File: config.mk
export PLATFORM = sky130hd
export DESIGN_NAME = fractional_key_midpoint_unit
export DESIGN_NICKNAME = d
export VERILOG_FILES = /design/src/design/fkm_pkg.sv /design/src/design/fkm_mod.sv /design/src/design/fractional_key_midpoint_unit.sv
export VERILOG_INCLUDE_DIRS = /design/src /design/src/design
export SDC_FILE = /design/constraint.sdc
export NUM_CORES = 2
export LEC_CHECK = 0
export ABC_AREA = 1
export BUFFER_PORTS_ARGS = -buffer_cell sky130_fd_sc_hd__buf_2
export CORE_ASPECT_RATIO = 1.25
export CORE_MARGIN = 2
export CORE_UTILIZATION = 45
export DETAILED_ROUTE_END_ITERATION = 10
export HOLD_SLACK_MARGIN = 0.05
export PLACE_DENSITY = 0.64
export RECOVER_POWER = 100
export SETUP_SLACK_MARGIN = 0.15
export SYNTH_ARGS = -nofsm -noshare
export SYNTH_HDL_FRONTEND = slang
export SYNTH_HIERARCHICAL = 1
export SYNTH_SLANG_ARGS = --single-unit
File: constraint.sdc
create_clock -name clk -period 8.2 [get_ports clk]
set_input_delay 0.82 -clock clk [delete_from_list [all_inputs] [get_ports clk]]
set_output_delay 0.82 -clock clk [all_outputs]
set_load 0.01 [all_outputs]
File: src/design/fractional_key_midpoint_unit_assert.svh
// Assertion macros for the fractional key midpoint unit.
`ifndef FRACTIONAL_KEY_MIDPOINT_UNIT_ASSERT_SVH
`define FRACTIONAL_KEY_MIDPOINT_UNIT_ASSERT_SVH
`ifndef NO_ASSERTIONS
// Clocked implication check, quiet during reset.
`define FKM_ASSERT(lbl, prop, msg) \
	lbl: assert property (@(posedge clk) disable iff (!arst_n) prop) else $error(msg);
// Condition that must never hold.
`define FKM_NEVER(lbl, cond, msg) \
	lbl: assert property (@(posedge clk) disable iff (!arst_n) !(cond)) else $error(msg);
`else
`define FKM_ASSERT(lbl, prop, msg)
`define FKM_NEVER(lbl, cond, msg)
`endif
`endif

File: src/design/fkm_pkg.sv
package fkm_pkg;
	localparam int MAX_KEY_DIGITS = 20;
	localparam int IDX_W = $clog2(MAX_KEY_DIGITS);
	localparam int LEN_W = $clog2(MAX_KEY_DIGITS + 2);
	localparam int DIGIT_W = 6;
	localparam int SIG_LIMIT = 10;
	localparam logic [63:0] OFFSET_MASK = 64'h0FFF_FFFF_FFFF_FFFF;
	localparam int GAP_W = 60;
	localparam int MOD_W = 61;
	localparam int IN_DATA_W = 112;
	localparam int OUT_DATA_W = 8;

	typedef enum logic [1:0] {
		ST_OK       = 2'd0,
		ST_NO_FIT   = 2'd1,
		ST_TOO_LONG = 2'd2
	} status_t;

	typedef struct packed {
		logic busy;
		logic done;
	} mod_stat_t;
endpackage

File: src/design/fkm_mod.sv
module fkm_mod (
	input  logic                       clk,
	input  logic                       arst_n,
	input  logic                       start,
	input  logic [63:0]                dividend,
	input  logic [fkm_pkg::MOD_W-1:0]  divisor,
	output logic [fkm_pkg::MOD_W-1:0]  remainder,
	output fkm_pkg::mod_stat_t         stat
);
	import fkm_pkg::*;

	logic [63:0]      num_q;
	logic [MOD_W-1:0] den_q;
	logic [MOD_W-1:0] rem_q;
	logic [5:0]       cnt_q;
	logic             busy_q;
	logic             done_q;
	logic [MOD_W:0]   shifted;
	logic [MOD_W:0]   trial;

	// shift one dividend bit in, subtract when it fits
	assign shifted = {rem_q, num_q[63]};
	assign trial   = shifted - {1'b0, den_q};

	always_ff @(posedge clk or negedge arst_n) begin
		if (!arst_n) begin
			busy_q <= 1'b0;
			done_q <= 1'b0;
			cnt_q  <= '0;
		end else begin
			done_q <= 1'b0;
			if (start) begin
				busy_q <= 1'b1;
				cnt_q  <= 6'd63;
			end else if (busy_q) begin
				cnt_q <= cnt_q - 6'd1;
				if (cnt_q == 6'd0) begin
					busy_q <= 1'b0;
					done_q <= 1'b1;
				end
			end
		end
	end

	always_ff @(posedge clk) begin
		if (start) begin
			num_q <= dividend;
			den_q <= divisor;
			rem_q <= '0;
		end else if (busy_q) begin
			num_q <= {num_q[62:0], 1'b0};
			if (!trial[MOD_W])
				rem_q <= trial[MOD_W-1:0];
			else
				rem_q <= shifted[MOD_W-1:0];
		end
	end

	assign remainder = rem_q;
	assign stat.busy = busy_q;
	assign stat.done = done_q;
endmodule

File: src/design/fractional_key_midpoint_unit.sv
// Fractional key midpoint unit.
// Input stream: one request per key position, most significant first. tdata holds
// left_digit, right_digit, item_count and random_value; tuser holds the present
// flags; tlast marks the final position and starts the key search.
// After the final position the unit is busy: a multiply step for the needed
// count, then for each key width tried a setup step, a digit-serial
// increment/decrement/subtract pass, a pass to collect the gap, a check and,
// when the gap is small yet covers the need with room to spare, the
// bit-serial modulo unit. The chosen key then gets a digit-serial offset
// addition and one emit step per digit. Input is held off (tready low)
// from the final position until the last result digit is loaded.
// Output stream: tdata holds key_digit, tuser the status, tlast the final digit.
// A result sits in an output register; a stalled receiver holds it and the
// unit waits for the next load. Errors give one result with tlast set.
// Config: cfg_data writes collision_factor (reset 1) whenever cfg_valid is high.
// Reset clears the position count, key lengths and handshake state; digit
// stores hold stale data that is never read.
module fractional_key_midpoint_unit (
	input  logic                           clk,
	input  logic                           arst_n,
	input  logic                           cfg_valid,
	output logic                           cfg_ready,
	input  logic [31:0]                    cfg_data,      // collision_factor
	input  logic                           s_axis_tvalid,
	output logic                           s_axis_tready,
	// left_digit[5:0], right_digit[11:6], item_count[43:12], random_value[107:44]
	input  logic [fkm_pkg::IN_DATA_W-1:0]  s_axis_tdata,
	input  logic [1:0]                     s_axis_tuser,  // left_present, right_present
	input  logic                           s_axis_tlast,  // last_position
	output logic                           m_axis_tvalid,
	input  logic                           m_axis_tready,
	output logic [fkm_pkg::OUT_DATA_W-1:0] m_axis_tdata,  // key_digit[5:0]
	output logic [1:0]                     m_axis_tuser,  // status
	output logic                           m_axis_tlast   // last_digit
);
	import fkm_pkg::*;

	typedef enum logic [9:0] {
		S_IDLE  = 10'b00_0000_0001,
		S_MUL   = 10'b00_0000_0010,
		S_INIT  = 10'b00_0000_0100,
		S_PASSA = 10'b00_0000_1000,
		S_PASSB = 10'b00_0001_0000,
		S_CHECK = 10'b00_0010_0000,
		S_MOD   = 10'b00_0100_0000,
		S_ADD   = 10'b00_1000_0000,
		S_EMIT  = 10'b01_0000_0000,
		S_ERR   = 10'b10_0000_0000
	} state_t;

	state_t state_q;

	logic [DIGIT_W-1:0] left_mem_q  [MAX_KEY_DIGITS];
	logic [DIGIT_W-1:0] right_mem_q [MAX_KEY_DIGITS];
	logic [DIGIT_W-1:0] key_mem_q   [MAX_KEY_DIGITS];
	logic [DIGIT_W-1:0] gap_mem_q   [MAX_KEY_DIGITS];

	logic [31:0]      cf_q;
	logic [LEN_W-1:0] wl_q, wr_q, pos_q, w_q;
	logic             too_long_q;
	logic [31:0]      cnt_q;
	logic [63:0]      rnd_q;
	logic [63:0]      need_q;
	logic [IDX_W-1:0] idx_q;
	logic             lcy_q, rbw_q, gbw_q;
	logic             found_q, big_q;
	logic [GAP_W-1:0] gval_q;
	logic [63:0]      off_q;
	logic             acy_q;
	status_t          err_q;

	logic               ovalid_q, olast_q;
	logic [DIGIT_W-1:0] odigit_q;
	status_t            ostatus_q;

	// input field split
	logic [DIGIT_W-1:0] in_ld, in_rd;
	logic               in_lp, in_rp;
	assign in_ld = s_axis_tdata[5:0];
	assign in_rd = s_axis_tdata[11:6];
	assign in_lp = s_axis_tuser[0];
	assign in_rp = s_axis_tuser[1];

	logic in_acc, pos_room, too_long_n;
	assign s_axis_tready = (state_q == S_IDLE);
	assign in_acc        = s_axis_tvalid && s_axis_tready;
	assign pos_room      = (pos_q < LEN_W'(MAX_KEY_DIGITS));
	assign too_long_n    = too_long_q || (!pos_room && (in_lp || in_rp));

	assign cfg_ready = 1'b1;

	// needed count
	logic [31:0] cnt_eff;
	logic [63:0] prod;
	assign cnt_eff = (cnt_q == 32'd0) ? 32'd1 : cnt_q;
	assign prod    = 64'(cnt_eff) * 64'(cf_q);

	// digit-serial bound adjust and gap subtract
	logic [DIGIT_W-1:0] ld, rd_raw, rw, cur_key, cur_gap;
	logic [DIGIT_W:0]   ls, diff, asum;
	logic               rbw_n, passa_fail;
	assign cur_key = key_mem_q[idx_q];
	assign cur_gap = gap_mem_q[idx_q];
	assign ld      = (LEN_W'(idx_q) < wl_q) ? left_mem_q[idx_q] : '0;
	assign ls      = {1'b0, ld} + 7'(lcy_q);
	assign rd_raw  = (LEN_W'(idx_q) < wr_q) ? right_mem_q[idx_q] : '0;
	assign rw      = (wr_q == '0) ? 6'd63 : (rd_raw - 6'(rbw_q));
	assign rbw_n   = rbw_q && (rd_raw == '0);
	assign diff    = {1'b0, rw} - {1'b0, ls[DIGIT_W-1:0]} - 7'(gbw_q);
	assign passa_fail = ls[DIGIT_W] || rbw_n || diff[DIGIT_W];
	assign asum    = {1'b0, cur_key} + {1'b0, off_q[5:0]} + 7'(acy_q);

	// gap check
	logic [63:0] gp1, range_v;
	assign gp1     = 64'(gval_q) + 64'd1;
	assign range_v = gp1 - need_q;

	logic            mod_start;
	logic [MOD_W-1:0] mod_rem;
	mod_stat_t       mod_stat;
	assign mod_start = (state_q == S_CHECK) && !big_q && !(gp1 < need_q) &&
		(range_v != 64'd0);

	fkm_mod u_mod (
		.clk       (clk),
		.arst_n    (arst_n),
		.start     (mod_start),
		.dividend  (rnd_q),
		.divisor   (MOD_W'(range_v + 64'd1)),
		.remainder (mod_rem),
		.stat      (mod_stat)
	);

	logic out_load, out_push, emit_last;
	assign out_load  = !ovalid_q || m_axis_tready;
	assign out_push  = out_load && (state_q inside {S_EMIT, S_ERR});
	assign emit_last = (LEN_W'(idx_q) == (w_q - LEN_W'(1)));

	// store digits and work arrays
	always_ff @(posedge clk) begin
		if (in_acc && pos_room) begin
			left_mem_q[pos_q[IDX_W-1:0]]  <= in_lp ? in_ld : '0;
			right_mem_q[pos_q[IDX_W-1:0]] <= in_rp ? in_rd : '0;
		end
		if (state_q == S_PASSA) begin
			key_mem_q[idx_q] <= ls[DIGIT_W-1:0];
			gap_mem_q[idx_q] <= diff[DIGIT_W-1:0];
		end else if (state_q == S_ADD) begin
			key_mem_q[idx_q] <= asum[DIGIT_W-1:0];
		end
	end

	// control sequencer
	always_ff @(posedge clk or negedge arst_n) begin
		if (!arst_n) begin
			state_q    <= S_IDLE;
			cf_q       <= 32'd1;
			wl_q       <= '0;
			wr_q       <= '0;
			pos_q      <= '0;
			too_long_q <= 1'b0;
			ovalid_q   <= 1'b0;
		end else begin
			if (cfg_valid && cfg_ready)
				cf_q <= cfg_data;
			if (m_axis_tready && !out_push)
				ovalid_q <= 1'b0;
			case (state_q)
				S_IDLE: begin
					if (in_acc) begin
						if (pos_room) begin
							if (in_lp) wl_q <= pos_q + LEN_W'(1);
							if (in_rp) wr_q <= pos_q + LEN_W'(1);
							pos_q <= pos_q + LEN_W'(1);
						end
						too_long_q <= too_long_n;
						cnt_q <= s_axis_tdata[43:12];
						rnd_q <= s_axis_tdata[107:44];
						if (s_axis_tlast) begin
							if (too_long_n) begin
								err_q   <= ST_TOO_LONG;
								state_q <= S_ERR;
							end else begin
								state_q <= S_MUL;
							end
						end
					end
				end
				S_MUL: begin
					need_q  <= (prod == 64'd0) ? 64'd1 : prod;
					w_q     <= (wl_q > wr_q) ? wl_q : ((wr_q == '0) ? LEN_W'(1) : wr_q);
					state_q <= S_INIT;
				end
				S_INIT: begin
					if (w_q > LEN_W'(MAX_KEY_DIGITS)) begin
						err_q   <= ST_NO_FIT;
						state_q <= S_ERR;
					end else begin
						idx_q   <= IDX_W'(w_q - LEN_W'(1));
						lcy_q   <= (wl_q >= w_q);
						rbw_q   <= (wr_q != '0);
						gbw_q   <= 1'b0;
						state_q <= S_PASSA;
					end
				end
				S_PASSA: begin
					lcy_q <= ls[DIGIT_W];
					rbw_q <= rbw_n;
					gbw_q <= diff[DIGIT_W];
					if (idx_q == '0) begin
						if (passa_fail) begin
							w_q     <= w_q + LEN_W'(1);
							state_q <= S_INIT;
						end else begin
							found_q <= 1'b0;
							big_q   <= 1'b0;
							gval_q  <= '0;
							state_q <= S_PASSB;
						end
					end else begin
						idx_q <= idx_q - IDX_W'(1);
					end
				end
				S_PASSB: begin
					gval_q <= {gval_q[GAP_W-DIGIT_W-1:0], cur_gap};
					if (!found_q && cur_gap != '0) begin
						found_q <= 1'b1;
						big_q   <= ((w_q - LEN_W'(idx_q)) > LEN_W'(SIG_LIMIT));
					end
					if (emit_last) begin
						state_q <= S_CHECK;
					end else begin
						idx_q <= idx_q + IDX_W'(1);
					end
				end
				S_CHECK: begin
					idx_q <= IDX_W'(w_q - LEN_W'(1));
					acy_q <= 1'b0;
					if (big_q) begin
						off_q   <= rnd_q & OFFSET_MASK;
						state_q <= S_ADD;
					end else if (gp1 < need_q) begin
						w_q     <= w_q + LEN_W'(1);
						state_q <= S_INIT;
					end else if (range_v == 64'd0) begin
						off_q   <= '0;
						state_q <= S_ADD;
					end else begin
						state_q <= S_MOD;
					end
				end
				S_MOD: begin
					if (mod_stat.done) begin
						off_q   <= 64'(mod_rem);
						state_q <= S_ADD;
					end
				end
				S_ADD: begin
					acy_q <= asum[DIGIT_W];
					off_q <= {6'd0, off_q[63:6]};
					if (idx_q == '0) begin
						state_q <= S_EMIT;
					end else begin
						idx_q <= idx_q - IDX_W'(1);
					end
				end
				S_EMIT: begin
					if (out_load) begin
						ovalid_q  <= 1'b1;
						odigit_q  <= cur_key;
						olast_q   <= emit_last;
						ostatus_q <= ST_OK;
						if (emit_last) begin
							wl_q       <= '0;
							wr_q       <= '0;
							pos_q      <= '0;
							too_long_q <= 1'b0;
							state_q    <= S_IDLE;
						end else begin
							idx_q <= idx_q + IDX_W'(1);
						end
					end
				end
				S_ERR: begin
					if (out_load) begin
						ovalid_q   <= 1'b1;
						odigit_q   <= '0;
						olast_q    <= 1'b1;
						ostatus_q  <= err_q;
						wl_q       <= '0;
						wr_q       <= '0;
						pos_q      <= '0;
						too_long_q <= 1'b0;
						state_q    <= S_IDLE;
					end
				end
				default: state_q <= S_IDLE;
			endcase
		end
	end

	assign m_axis_tvalid = ovalid_q;
	assign m_axis_tdata  = OUT_DATA_W'(odigit_q);
	assign m_axis_tuser  = ostatus_q;
	assign m_axis_tlast  = olast_q;

`include "fractional_key_midpoint_unit_assert.svh"

	`FKM_ASSERT(a_mod_done_in_mod, mod_stat.done |-> (state_q == S_MOD), "modulo done out of state")
	`FKM_NEVER(a_mod_busy_in_mod, mod_stat.busy && (state_q != S_MOD), "modulo busy out of state")
	`FKM_ASSERT(a_err_is_last, (m_axis_tvalid && m_axis_tuser != ST_OK) |-> m_axis_tlast, "error not last")
	`FKM_NEVER(a_emit_width, (state_q == S_EMIT) && (w_q > LEN_W'(MAX_KEY_DIGITS)), "emit width overflow")
endmodule
# ---- After elaboration in Yosys (flattened, before gate mapping)
# Memories as Yosys holds them, arrays and structs flattened. A register that Yosys moved wholly into a read port is not among the register bits.
# Cells that the tools add are included.
dict set report totals {
  reg_bits 564
  latchBits 0
  ramBits 480
  mem_bits_ro 0
  in_bits 152
  output_inout_bits 14
  elab_cells 268
  n_memories 4
}
dict set report classes {
  n_addsub 17
  multipliers 1
  div_mod_pow 0
  magnitude_cmp 8
  eq_ne 34
  shift 0
  mux 114
  n_bitwise 1
  reduce_logical 59
}
# name depth width read_ports rd_ports_with_merged_regs wr line_no
set mem_list {}
lappend mem_list {gap_mem_q 20 6 1 1 1 fractional_key_midpoint_unit.sv:56} ;# logic [DIGIT_W-1:0] gap_mem_q [MAX_KEY_DIGITS];
lappend mem_list {key_mem_q 20 6 1 1 1 fractional_key_midpoint_unit.sv:55} ;# logic [DIGIT_W-1:0] key_mem_q [MAX_KEY_DIGITS];
lappend mem_list {left_mem_q 20 6 1 1 1 fractional_key_midpoint_unit.sv:53} ;# logic [DIGIT_W-1:0] left_mem_q [MAX_KEY_DIGITS];
lappend mem_list {right_mem_q 20 6 1 1 1 fractional_key_midpoint_unit.sv:54} ;# logic [DIGIT_W-1:0] right_mem_q [MAX_KEY_DIGITS];
# cell count
set op_table {}
lappend op_table {{64-bit 2-to-1 mux} 6}
lappend op_table {{64-bit one-hot mux with 3 select lines} 1}
lappend op_table {{5-bit 2-to-1 mux} 26}
lappend op_table {{64-bit zero test} 2}
lappend op_table {{60-bit 2-to-1 mux} 2}
lappend op_table {{60-bit one-hot mux with 2 select lines} 1}
lappend op_table {{10-bit 2-to-1 mux} 11}
lappend op_table {{10-bit one-hot mux with 10 select lines} 1}
lappend op_table {{61-bit by 64-bit < comparator with 1-bit output} 1}
lappend op_table {{32-bit by 32-bit multiplier with 64-bit output} 1}
lappend op_table {{64-bit nonzero test} 1}
lappend op_table {{61-bit by 64-bit subtractor with 64-bit output} 1}
lappend op_table {{62-bit by 61-bit subtractor with 62-bit output} 1}
lappend op_table {{60-bit by 1-bit adder with 61-bit output, second input constant} 1}
lappend op_table {{61-bit by 1-bit adder with 61-bit output, second input constant} 1}
lappend op_table {{61-bit 2-to-1 mux} 1}
lappend op_table {{6-bit 2-to-1 mux} 10}
lappend op_table {{5-bit one-hot mux with 3 select lines} 4}
lappend op_table {{32-bit zero test} 1}
lappend op_table {{32-bit 2-to-1 mux} 1}
lappend op_table {{1-bit 2-to-1 mux} 29}
lappend op_table {{5-bit one-hot mux with 5 select lines} 1}
lappend op_table {{8-bit 2-to-1 mux} 3}
lappend op_table {{2-bit inequality test, second input constant} 11}
lappend op_table {{other kinds (53)} 116}

# ---- Depth between registers and ports, before layout
dict set report logic_depth {
  word_depth 10
  depth_mapped 41
  depth_no_buf 38
}

# ---- Cells and area by module
# The synthesis kept the hierarchy.
# mod instances cells_each area_each_um2 seq_area_each_um2
set modules_own_cells {}
lappend modules_own_cells {fractional_key_midpoint_unit 1 9911 80915.1 25241.7}
lappend modules_own_cells {fkm_mod 1 2152 13731.9 5175.0}

# ---- Worst setup path before layout
# OpenSTA, ideal clock, no wires.
dict set report synth_timing {
  path_type {reg2reg}
  startpoint {reg state_q[7]}
  endpoint {reg cnt_q[0] (netlist name)}
  setup_time_ns 0.668
  arrival_time_ns 7.969
  required_time_ns 7.532
  slack_ns -0.437
  path_stages_with_launch 8
  path_buffers 0
  synth_period_minus_slack_ns 8.637
  cell_sequence {dfrtp_1 nor2_1 inv_1 nor2_1 inv_1 nor3_2 inv_1 nor3_1}
}
# item line_no
set synth_rtl {}
lappend synth_rtl {{start: declaration} fractional_key_midpoint_unit.sv:51} ;# state_t state_q;
lappend synth_rtl {{start signal: assignment} fractional_key_midpoint_unit.sv:156} ;# state_q <= S_IDLE;
lappend synth_rtl {{start signal: assignment} fractional_key_midpoint_unit.sv:182} ;# state_q <= S_ERR;
lappend synth_rtl {{start signal: assignment} fractional_key_midpoint_unit.sv:184} ;# state_q <= S_MUL;

==> metrics.csv <==
stage;metric;value;unit
run_status;outcome;complete, but fails checks;
run_status;failing checks;capacitance limit, slew limit;
detailed_routing;mean routed wirelength per cell;19.1;um
place;Port Buffers;158;
detailed_routing;Vias;77900;
setup_path;slowest CP cell;fa_1;
worst_hold_path;HP Class;input port to flop;
timing;fmax;127;MHz
layout;synthesis-to-layout area growth;10.3;%
die;Vert. Die Dim;517;um
timing;final worst setup slack;0.341;ns
setup_path;reg-to-reg startpoint;cnt_q[7]$_DFFE_PP_;
timing;setup TNS;0;ns
setup_path;WP data arrival;8.47;ns
layout;Final Instance Area;104000;sq um
die;initial core utilization;45.2;%
worst_hold_path;worst hold path depth;1;
worst_hold_path;min-delay src;s_axis_tdata[47];
cts;CTS Buf Count;110;
layout;share of cells above drive strength 1;7.03;%
flow_run;max_cap viols;14;
die;IO Count;166;
global_route;initial antenna violation count;5;
die;Die X;414;um
global_route;first-pass GRT wire length;451;mm
timing;Clock Skews;0.107;ns
cts;CTS root buffer;clkbuf_16;
place;dpl hpwl;228;mm
timing;Final period util;95.8;%
cts;H-tree depth;3;
synth;YS warnings;6;
global_route;gr ovfl total;0;
die;full die area;214000;sq um
setup_path;reg2reg path depth;31;
synth;Synth Area per Inst;7.85;sq um
global_route;largest net degree at the start of global routing;186;
cts;Clk Latency, worst-skew pair;0.81;ns
timing;Fin. Hold Viols;0;
setup_path;CP peak stage delay;0.58;ns
die;core area;210000;sq um
place;RD Place Congestion;1.03;
setup_path;RR Endpoint;need_q[0]$_SDFFCE_PN1P_;
setup_path;Worst EP required;8.81;ns
setup_path;Worst Setup End Kind;flop;
setup_path;WS Path Type;flop to flop;
detailed_routing;DRT Wirelength;290;mm
synth;mapped cell area;94600;sq um
place;placed inst area;100000;sq um
detailed_routing;Residual DRC;0;
setup_path;Worst R2R Setup Slack;0.34;ns
setup_path;CP Launch Type;flop;
die;Rows;188;
cts;CTS max path bufs;3;
timing;Worst-Margin Slew;3.32;ns
detailed_routing;Final ANT Viol Nets;0;
timing;number of setup violations in the final report;0;
timing;final slew viol count;553;
detailed_routing;vias per inst;5.14;
global_route;GRT Total Usage;27.2;%
worst_hold_path;Worst Hold Path EP;rnd_q[3]$_DFFE_PP_;
timing;fin crit period;7.86;ns
setup_path;most frequent CP cell;fa_1;
cts;Reg clk slew, reported paths;0.07;ns
global_route;vias in the first global route;81500;
layout;final net count;13800;
detailed_routing;DR iter-0 viols;5587;
synth;Syn Inst Count;12100;
timing;RSZ-0062 raised after global routing;yes;
place;dpl ws;0.151;ns
timing;Slew Limit Headroom;-121;%
setup_path;Crit Path Max Fanout;17;
cts;Sinks on Clock Net;1046;
cts;CTS tree;done;
detailed_routing;Pre-antenna DRT Iters;7;
==> timing repair <==
action | CTS | global route
hold buffers | 1 | 0
pin swaps | 0 | 41
setup buffers | 0 | 5
endpoints found under the setup margin | 1 | 23
endpoints found under the hold margin | 7 | 0
resized for setup | 6 | 153
==> worst max-delay path: cells and delay by family (launching register included) <==
family                   cells  cell delay, ns
AO/OA/AOI/OAI                4            0.67
adder cells (fa/ha/maj)      9            4.32
AND/OR/NAND/NOR             12            1.06
flip-flops                   1            0.42
buffers and inverters        6            1.17
==> cell usage in the layout (no fill, tap or decap), drive strengths merged, types with 11 or more instances in the layout <==
cell type and instances:
o21bai 19, fa 903, nor4 43, edfxtp 913, a21oi 249, ha 441
a22oi 17, nand3 550, xor2 156, nand2 3575, inv 2855, clkbuf 187
or2 11, o21ai 339, nand4 82, nor3 154, nand3b 28, dfrtp 65
nor2 947, xnor2 54, clkinv 59, dfxtp 66, o22ai 49, buf 485
o221ai 26
==> area by class of cell <==
class / count / area [sq um]
Fill cell: 20200 / 105000
Multi-Input combinational cell: 7746 / 52300
Sequential cell: 1046 / 30400
Inverter: 2850 / 10700
Timing Repair Buffer: 542 / 3880
Tap cell: 2755 / 3450
Clock buffer: 131 / 2860
Clock inverter: 77 / 752
Antenna cell: 2 / 5.00
==> per-layer routing <==
metal	wire length (um)	vias up	part of all wire [%]	GRT usage, %
li1	-	37000	-	-
met3	14900	808	5.2	3.19
met1	110000	37600	38	30.7
met2	148000	2459	51	50.1
met5	11	-	0.0038	0
met4	17400	2	6.0	14.4
==> worst max path at each step <==
stage | startpoint | cells after the start | to | slack, ns
finish | cnt_q[7]$_DFFE_PP_ | 31 | need_q[0]$_SDFFCE_PN1P_ | 0.34
global route | cnt_q[8]$_DFFE_PP_ | 34 | need_q[0]$_SDFFCE_PN1P_ | 0.04
CTS | cnt_q[20]$_DFFE_PP_ | 39 | need_q[0]$_SDFFCE_PN1P_ | 0.15
detailed placement | cnt_q[20]$_DFFE_PP_ | 36 | need_q[0]$_SDFFCE_PN1P_ | 0.15
global placement | cnt_q[20]$_DFFE_PP_ | 39 | need_q[0]$_SDFFCE_PN1P_ | 0.17
floorplan | gval_q[0]$_SDFFCE_PN0P_ | 30 | u_mod/num_q[0]$_SDFFCE_PN0P_ | 0.86
==> stage by stage <==
| stage | hold WS, ns | instances | utilization [%] |
|---|---|---|---|
| after global placement | 0.472 | 14900 | 47.9 |
| after CTS | 0.114 | 15100 | 49.7 |
| final | 0.183 | 15100 | 49.8 |
| after detailed placement | 0.480 | 14900 | 47.9 |
| after global routing | 0.144 | 15100 | 49.8 |
| after floorplan | 0.452 | 12100 | - |
==> sequential cells by signal, summed over array words and instances, names as in the netlist, 6 cells and up, named ones only <==
| name | flops |
|---|---|
| cnt_q | 32 |
| gval_q | 60 |
| u_mod/cnt_q | 6 |
| left_mem_q | 120 |
| state_q | 10 |
| cf_q | 32 |
| odigit_q | 6 |
| key_mem_q | 120 |
| u_mod/num_q | 64 |
| u_mod/remainder | 61 |
| need_q | 64 |
| off_q | 61 |
| gap_mem_q | 120 |
| u_mod/den_q | 61 |
| right_mem_q | 120 |
| rnd_q | 64 |
Power is not shown: default switching activity piles up to over one toggle a cycle in this logic, so the estimate is an artifact.
